### src/design/rspe_pkg.sv
// Package with the GF(256) arithmetic and generator constants for the Reed-Solomon parity encoder.
package rspe_pkg;

  // One codeword of the field.
  typedef logic [7:0] byte_t;

  // Field polynomial x^8+x^4+x^3+x^2+1, including the x^8 term.
  localparam logic [8:0] GF_POLY = 9'h11D;

  // Supported range of the parity length and its default.
  localparam int unsigned MAX_PARITY_LEN = 63;
  localparam int unsigned PARITY_LEN_DEF = 26;

  // Generator coefficients, index 0 multiplies the highest-order remainder byte.
  typedef byte_t [MAX_PARITY_LEN-1:0] coef_vec_t;

  // Carry-less multiply of two field elements, reduced by the field polynomial.
  function automatic byte_t gf_mul(input byte_t a, input byte_t b);
    logic [8:0] x;
    byte_t      acc;
    x   = {1'b0, a};
    acc = '0;
    for (int i = 0; i < 8; i++) begin
      if (b[i]) begin
        acc = acc ^ x[7:0];
      end
      x = {x[7:0], 1'b0};
      if (x[8]) begin
        x = x ^ GF_POLY;
      end
    end
    return acc;
  endfunction

  // Expand the product of (x - alpha^k) for k = 0 .. n-1, leading one dropped.
  function automatic coef_vec_t gen_coefs(input int unsigned n);
    coef_vec_t c;
    byte_t     root;
    c        = '0;
    c[n-1]   = 8'h01;
    root     = 8'h01;
    for (int unsigned i = 0; i < n; i++) begin
      for (int unsigned j = 0; j < n; j++) begin
        c[j] = gf_mul(c[j], root);
        if (j + 1 < n) begin
          c[j] = c[j] ^ c[j+1];
        end
      end
      root = gf_mul(root, 8'h02);
    end
    return c;
  endfunction

endpackage

### src/design/reed_solomon_parity_encoder.sv
// Systematic Reed-Solomon parity encoder over GF(256) with a fixed generator polynomial.
//
// Usage: data codewords enter on the in_ stream, one per transfer, with in_tlast set on the
// final codeword of a message. Every codeword comes back unchanged on the out_ stream with
// out_tuser low. After the final one, PARITY_LEN parity codewords follow, highest order
// first, with out_tuser high and out_tlast high on the last parity codeword only.
// An accepted codeword passes through the input register and then the output register.
// Throughput: one codeword per cycle while out_tready is high and no parity drains; a message
// of K codewords yields K + PARITY_LEN output codewords. While parity drains from the remainder,
// the input register can still take one codeword and then holds it until the parity is gone.
// The remainder update is one layer of constant field multipliers and an XOR per byte.
// Reset clears the remainder, the drain counter and both stage valid flags, so the first
// codeword after reset starts a fresh message. When the receiver holds out_tready low the
// output register keeps its codeword, the remainder does not move, and in_tready drops once
// the input register is also full.
module reed_solomon_parity_encoder #(
  parameter int unsigned PARITY_LEN = rspe_pkg::PARITY_LEN_DEF
) (
  input  logic       clk,
  input  logic       rst_n,
  // Input stream
  input  logic       in_tvalid,
  output logic       in_tready,
  input  logic [7:0] in_tdata,   // [7:0] data_byte
  input  logic       in_tlast,   // last_data
  // Result stream
  output logic       out_tvalid,
  input  logic       out_tready,
  output logic [7:0] out_tdata,  // [7:0] code_byte
  output logic       out_tuser,  // [0] is_parity
  output logic       out_tlast   // end_of_block
);

  localparam int unsigned CNT_W = $clog2(PARITY_LEN + 1);
  localparam rspe_pkg::coef_vec_t GEN_COEF = rspe_pkg::gen_coefs(PARITY_LEN);

  // Input register stage.
  logic                          in_valid_r;
  rspe_pkg::byte_t               in_data_r;
  logic                          in_last_r;

  // Remainder and parity drain counter.
  rspe_pkg::byte_t [PARITY_LEN-1:0] rem_r;
  rspe_pkg::byte_t [PARITY_LEN-1:0] rem_nxt;
  rspe_pkg::byte_t [PARITY_LEN-1:0] rem_shift;
  rspe_pkg::byte_t [PARITY_LEN-1:0] rem_upd;
  logic [CNT_W-1:0]              drain_cnt_r;
  logic [CNT_W-1:0]              drain_cnt_nxt;

  // Output register stage.
  logic                          out_valid_r;
  rspe_pkg::byte_t               out_data_r;
  logic                          out_parity_r;
  logic                          out_eob_r;

  logic                          out_free;
  logic                          draining;
  logic                          move;
  rspe_pkg::byte_t               factor;

  assign out_free  = !out_valid_r || out_tready;
  assign draining  = (drain_cnt_r != '0);
  assign move      = out_free && !draining && in_valid_r;
  assign in_tready = !in_valid_r || move;
  assign factor    = in_data_r ^ rem_r[0];

  // Remainder shifted toward index 0 with a zero fill, then folded with the feedback byte.
  for (genvar g = 0; g < PARITY_LEN; g++) begin : g_rem
    localparam rspe_pkg::byte_t COEF = GEN_COEF[g];
    if (g < PARITY_LEN - 1) begin : g_mid
      assign rem_shift[g] = rem_r[g+1];
    end else begin : g_end
      assign rem_shift[g] = '0;
    end
    assign rem_upd[g] = rem_shift[g] ^ rspe_pkg::gf_mul(COEF, factor);
  end

  // Next remainder and drain count; shifting the parity out leaves the remainder cleared.
  always_comb begin
    rem_nxt       = rem_r;
    drain_cnt_nxt = drain_cnt_r;
    if (out_free && draining) begin
      rem_nxt       = rem_shift;
      drain_cnt_nxt = drain_cnt_r - CNT_W'(1);
    end else if (move) begin
      rem_nxt = rem_upd;
      if (in_last_r) begin
        drain_cnt_nxt = CNT_W'(PARITY_LEN);
      end
    end
  end

  // Control state.
  always_ff @(posedge clk) begin
    if (!rst_n) begin
      in_valid_r  <= 1'b0;
      out_valid_r <= 1'b0;
      drain_cnt_r <= '0;
      rem_r       <= '0;
    end else begin
      if (in_tready) begin
        in_valid_r <= in_tvalid;
      end
      if (out_free) begin
        out_valid_r <= draining || in_valid_r;
      end
      drain_cnt_r <= drain_cnt_nxt;
      rem_r       <= rem_nxt;
    end
  end

  // Payload registers.
  always_ff @(posedge clk) begin
    if (in_tready && in_tvalid) begin
      in_data_r <= in_tdata;
      in_last_r <= in_tlast;
    end
    if (out_free && draining) begin
      out_data_r   <= rem_r[0];
      out_parity_r <= 1'b1;
      out_eob_r    <= (drain_cnt_r == CNT_W'(1));
    end else if (move) begin
      out_data_r   <= in_data_r;
      out_parity_r <= 1'b0;
      out_eob_r    <= 1'b0;
    end
  end

  assign out_tvalid = out_valid_r;
  assign out_tdata  = out_data_r;
  assign out_tuser  = out_parity_r;
  assign out_tlast  = out_eob_r;

  // The end-of-block mark only ever rides on a parity codeword.
  a_eob_is_parity: assert property (@(posedge clk) disable iff (!rst_n)
    out_valid_r && out_eob_r |-> out_parity_r)
    else $error("end of block on a data codeword");

  // While parity is pending the output register always holds a codeword.
  a_drain_has_output: assert property (@(posedge clk) disable iff (!rst_n)
    draining |-> out_valid_r)
    else $error("parity pending with empty output register");

  // Loading the final parity codeword leaves the remainder cleared.
  a_rem_cleared: assert property (@(posedge clk) disable iff (!rst_n)
    out_free && (drain_cnt_r == CNT_W'(1)) |=> (rem_r == '0))
    else $error("remainder not cleared after parity");

  // No data codeword moves forward while parity is still draining.
  a_no_move_in_drain: assert property (@(posedge clk) disable iff (!rst_n)
    draining && in_valid_r |-> !in_tready)
    else $error("input accepted over a held codeword during drain");

endmodule

### config.mk
export PLATFORM = sky130hd
export DESIGN_NAME = reed_solomon_parity_encoder
export DESIGN_NICKNAME = d
export VERILOG_FILES = /design/src/design/rspe_pkg.sv /design/src/design/reed_solomon_parity_encoder.sv
export SDC_FILE = /design/constraint.sdc
export NUM_CORES = 1
export LEC_CHECK = 0
export ABC_AREA = 1
export BUFFER_PORTS_ARGS = -buffer_cell sky130_fd_sc_hd__buf_2
export CORE_UTILIZATION = 60
export CTS_BUF_LIST = sky130_fd_sc_hd__clkbuf_4 sky130_fd_sc_hd__clkbuf_8
export DETAILED_ROUTE_END_ITERATION = 6
export PLACE_DENSITY = 0.77
export SLEW_MARGIN = 20
export SYNTH_ARGS = -nofsm -noshare
export SYNTH_HDL_FRONTEND = slang
export SYNTH_SLANG_ARGS = --single-unit
export TNS_END_PERCENT = 30
### constraint.sdc
create_clock -name clk -period 3.4 [get_ports clk]
set_clock_uncertainty 0.15 [all_clocks]
set_input_delay 0.34 -clock clk [delete_from_list [all_inputs] [get_ports clk]]
set_output_delay 0.34 -clock clk [all_outputs]
set_load 0.01 [all_outputs]
======== After elaboration in Yosys (flattened, before gate mapping) ========
Cells that the tools add are included.
word-level totals
  register bits ........................... 234
  output and inout bits ................... 12
operators by class
  add/sub/neg operators ................... 1
  eq/ne operators ......................... 1
  muxes and demuxes ....................... 209
  bitwise operators ....................... 202
  reduce and logical (&&, ||, !) cells .... 15
operators by type and width
  kind                                                                    number
  8-bit 2-to-1 mux                                                        100
  200-bit 2-to-1 mux                                                      2
  7-bit 2-to-1 mux                                                        49
  4-bit NOT                                                               54
  8-bit XOR                                                               26
  5-bit NOT                                                               39
  6-bit 2-to-1 mux                                                        29
  3-bit NOT                                                               34
  6-bit NOT                                                               17
  5-bit 2-to-1 mux                                                        16
  2-bit NOT                                                               20
  4-bit 2-to-1 mux                                                        7
  7-bit NOT                                                               4
  3-bit 2-to-1 mux                                                        3
  8-bit NOT                                                               1
  5-bit by 1-bit equality test with 1-bit output (second input constant)  1
  1-bit NOT (first input constant)                                        5
  5-bit nonzero test                                                      1
  5-bit by 1-bit subtractor with 5-bit output (second input constant)     1
  1-bit logical AND                                                       4
  2-bit nonzero test                                                      2
  1-bit logical NOT                                                       3
  1-bit logical OR                                                        3
  2-bit NOT with 3-bit output                                             1
  other kinds (5)                                                         6

======== Depth between registers and ports, before layout ========
  word-level depth ........................ 19
  gate-level depth with buffers ........... 16
  mapped depth without buffers ............ 15

======== Least setup slack after synthesis ========
Ideal clock, no wire load.
  path kind ............................... register -> register
  from .................................... reg drain_cnt_r[0]
  to ...................................... reg in_data_r[0] (enable)
  data arrival time ....................... 1,607 ps
  path slack .............................. 1,269 ps
  stages on the path, launching flop included .. 7
  path through ............................ dfxtp_1 -> inv_1 -> ha_1 -> nand3_4 -> o21ai_0 -> inv_1 -> nor2_1
on the way
  word-level cells in the longest chain between the ends .. 6
RTL lines
  element                          line                                source
  start: declaration               reed_solomon_parity_encoder.sv:47   logic [CNT_W-1:0] drain_cnt_r;
  start signal: assignment         reed_solomon_parity_encoder.sv:107  drain_cnt_r <= drain_cnt_nxt;
  5-bit nonzero test               reed_solomon_parity_encoder.sv:62   assign draining = (drain_cnt_r != '0);
  1-bit logical NOT                reed_solomon_parity_encoder.sv:63   assign move = out_free && !draining && in_valid_r;
  1-bit logical AND (2 in series)  reed_solomon_parity_encoder.sv:63
  1-bit logical OR                 reed_solomon_parity_encoder.sv:64   assign in_tready = !in_valid_r || move;
  via in_tready                    reed_solomon_parity_encoder.sv:23   output logic in_tready,
  1-bit logical AND                reed_solomon_parity_encoder.sv:114  if (in_tready && in_tvalid) begin
  end signal: assignment           reed_solomon_parity_encoder.sv:115  in_data_r <= in_tdata;
  end: declaration                 reed_solomon_parity_encoder.sv:39   rspe_pkg::byte_t in_data_r;
The timed path passes the listed nets, and every way through them passes these cells.
A chain may end at the register's enable or synchronous reset.

======== Final worst setup path ========
  from .................................... reg in_data_r[7]
  to ...................................... reg rem_r[57] (netlist bit)
on the way
  word-level cells in the longest chain between the ends .. 5
RTL lines
  element                 line                                source
  8-bit XOR               reed_solomon_parity_encoder.sv:65   assign factor = in_data_r ^ rem_r[0];
  8-bit 2-to-1 mux        rspe_pkg.sv:24                      if (b[i]) begin
  8-bit XOR               reed_solomon_parity_encoder.sv:75   assign rem_upd[g] = rem_shift[g] ^ rspe_pkg::gf_mul(COEF, factor);
  200-bit 2-to-1 mux      reed_solomon_parity_encoder.sv:85   end else if (move) begin
  200-bit 2-to-1 mux      reed_solomon_parity_encoder.sv:82   if (out_free && draining) begin
  end signal: assignment  reed_solomon_parity_encoder.sv:108  rem_r <= rem_nxt;
  end: declaration        reed_solomon_parity_encoder.sv:43   rspe_pkg::byte_t [PARITY_LEN-1:0] rem_r;
No other way between the ends. The select of a mux whose other input is x is not followed.

==> results_dict.tcl <==
set metrics [dict create \
    routedWlPerCell_um 18.4 \
    fin_nets 1845 \
    finalWirelength_um 39200 \
    postSynthAreaPerCell_sq_um 7.08 \
    num_vias 12300 \
    dp.cells 2052 \
    start_util_pct 61.3 \
    start_kind "flip-flop" \
    critPathKind "flip-flop to flip-flop" \
    die-area_sq_um 22100 \
    grt_usage_pct 35.7 \
    timing.rr.start "in_data_r[7]" \
    slowest_delay_ns 0.43 \
    synth_edf_count 18 \
    clk_latency_ns 0.54 \
    row_count 53 \
    setup_viol 0 \
    cp_slowest_cell "edfxtp_1" \
    seq_area_frac_synth_pct 37.7 \
    hold_viol_final 0 \
    grt_overflow 0 \
    synth_xor_area_share_pct 11.3 \
    fill_cells 1822 \
    post_cts_resize_count 0 \
    cts_root_buf "clkbuf_8" \
    layout_common_cells "nand2_1 (432), o21ai_0 (216), dfxtp_1 (216)" \
    netlist-cell-type-count 42 \
    min_period_over_period_pct 82.5 \
    yosysTopAreaCellShare_pct 33.5 \
    dpl.hpwl_um 27000 \
    area_growth_pct 9.37 \
    dominantRegCellSynth "dfxtp_1" \
    final_common_cell "nand2_1" \
    first_global_vias 11000 \
    vias_per_cell 5.79 \
    path_buf_inv 4 \
    hp-start "out_tready" \
    clkTransAtPathRegs_ns 0.07 \
    maxCapViolCount 0 \
    die_w_um 149 \
    first_pass_iters 6 \
    rsz0062_at_grt "no" \
    synth_nets 1838 \
    antenna_left 0 \
    cp.required_ns 3.68 \
    io_buffers 24 \
    antennaDiodeCount 0 \
    period_needed_ns 2.80 \
    synth_area_leaders "dfxtp_1 (34%), nand2_1 (13%), xor2_1 (8.6%), o21ai_0 (8.4%), a21oi_1 (6.9%)" \
    hold_path.class "input port to flip-flop" \
    synthMuxAreaShare_pct 0 \
    path_common_cell "nand2_1" \
    synthCells 1822 \
    arrival_ns 3.08 \
    htree_levels 2 \
    critPathTopFamily "simple AND/OR/NAND/NOR gates" \
    grt_start_max_net_pins 177 \
    antenna_found_initial 0 \
    ys_seq_elements 234 \
    synth_compound_area_share_pct 18.4 \
    crit_chain "inv_1 > nand2_1 > nand2_1 > buf_4 > nand2_1 > nand2_2 > nor2_8 > inv_1 > nand2_1 > o21ai_1 > xor2_1 > nand2_1 > nand2_1 > inv_1" \
    core_area_sq_um 21000 \
    synth_top_family_by_area "simple AND/OR/NAND/NOR gates" \
    cp-startpoint "in_data_r[7]" \
    synth_area_sq_um 12900 \
    drive_gt1_share_pct 9.64 \
    cp_max_fo 21 \
    grt_pass1_wl_um 60900 \
    max_slew_margin_pct 43.5 \
    cts_tree "yes" \
    numClockSinks 234 \
    async_reset_ff_share_pct 0 \
    worstMarginPinSlew_ns 0.841 \
    hold_ws_ns 0.0156 \
    synthSimpleGateAreaFrac_pct 23.2 \
    yosysWarnings 0 \
    setup-tns-final_ns 0 \
    die_y_um 149 \
    drc_errors 0 \
    initialDrtViolationCount 1252 \
    final-instance-count-excl-fill 2132 \
    synth_top_cell_by_area "dfxtp_1" \
    cts_max_path_buffers 3 \
    end_kind "flip-flop" \
    synth_fa_ha_area_share_pct 0.291 \
    report.final.slew_viol_count 0 \
    io_pins 25 \
    status "finished, final reports clean" \
    cts_buffers 40 \
    finalWeightedCongestion 1.03 \
    fmax_ghz 0.357 \
]
kinds of logic after synthesis:
group           after synthesis
fa+ha+maj                     3
buf+inv                     272
flops                       234
simple gates                703
compound gates              450
xor+xnor                    160
worst reg2reg max path, stage by stage, from the launching register on:
cell	delay, ns
edfxtp_1	0.43
inv_1	0.09
nand2_1	0.05
nand2_1	0.09
buf_4	0.36
nand2_1	0.12
nand2_2	0.36
nor2_8	0.10
inv_1	0.16
nand2_1	0.07
o21ai_1	0.17
xor2_1	0.31
nand2_1	0.10
nand2_1	0.08
inv_1	0.04
metrics by stage:
| stage | setup slack [ns] | area, sq um | utilization [%] |
|---|---|---|---|
| floorplan | 1.27 | 12900 | - |
| global placement | 0.702 | 13100 | 62.5 |
| detailed placement | 0.687 | 13100 | 62.5 |
| CTS | 0.673 | 14100 | 67.1 |
| global route | 0.386 | 14100 | 67.1 |
| finish | 0.597 | 14100 | 67.1 |
flip-flops by register name (all words and copies together), names as in the netlist, 5 cells and up:
signal and cells:
rem_r 208, out_tdata 8, drain_cnt_r 5, in_data_r 8
path summary, 6_finish.rpt:
check | end | slack, ns | cells past startpoint
worst max register to register | rem_r[57] | 0.60 | 14
worst min register to register | out_tuser | 0.31 | 2
worst max-delay path | rem_r[57] | 0.60 | 14
worst min-delay path | out_tvalid | 0.02 | 4
area by class of cell:
| class | instances | area [sq um] | share of cell area (%) |
|---|---|---|---|
| clock buffers | 66 | 808 | 5.73 |
| clock inverters | 4 | 45.0 | 0.319 |
| inverters | 173 | 657 | 4.66 |
| multi-input cells | 1316 | 6860 | 48.6 |
| flip-flops and latches | 234 | 4860 | 34.5 |
| well taps | 275 | 344 | 2.44 |
| repair buffers | 64 | 523 | 3.71 |
routing by layer:
layer / up-vias / GRT usage (%) / wire length (um)
li1: 5920 / - / -
met1: 5680 / 48.0 / 16200
met2: 605 / 54.9 / 17100
met3: 133 / 7.12 / 4010
met4: 0 / 16.6 / 1860
met5: - / 0 / 0
synthesized netlist by cell type (5+ instances only):
library cell  instances
o211ai_1             16
nor2_1              111
nand3_1             103
clkbuf_1             34
o21ai_1               8
dfxtp_1             216
buf_2                50
nor2_2                9
nand4_1               7
inv_1               170
nand2_1             432
o221ai_1              9
buf_4                 5
nand2_2              21
buf_6                 9
o22ai_1               8
o21ai_0             216
xor2_1              126
a21oi_1             177
xnor2_1              28
edfxtp_1             18
a31oi_1               8
what timing repair did:
item,in CTS,in global routing
hold buffers,10,0
hold endpoints to repair,10,0
buffers inserted,0,0
Power is not shown: default switching activity piles up to over one toggle a cycle in this logic, so the estimate is an artifact.
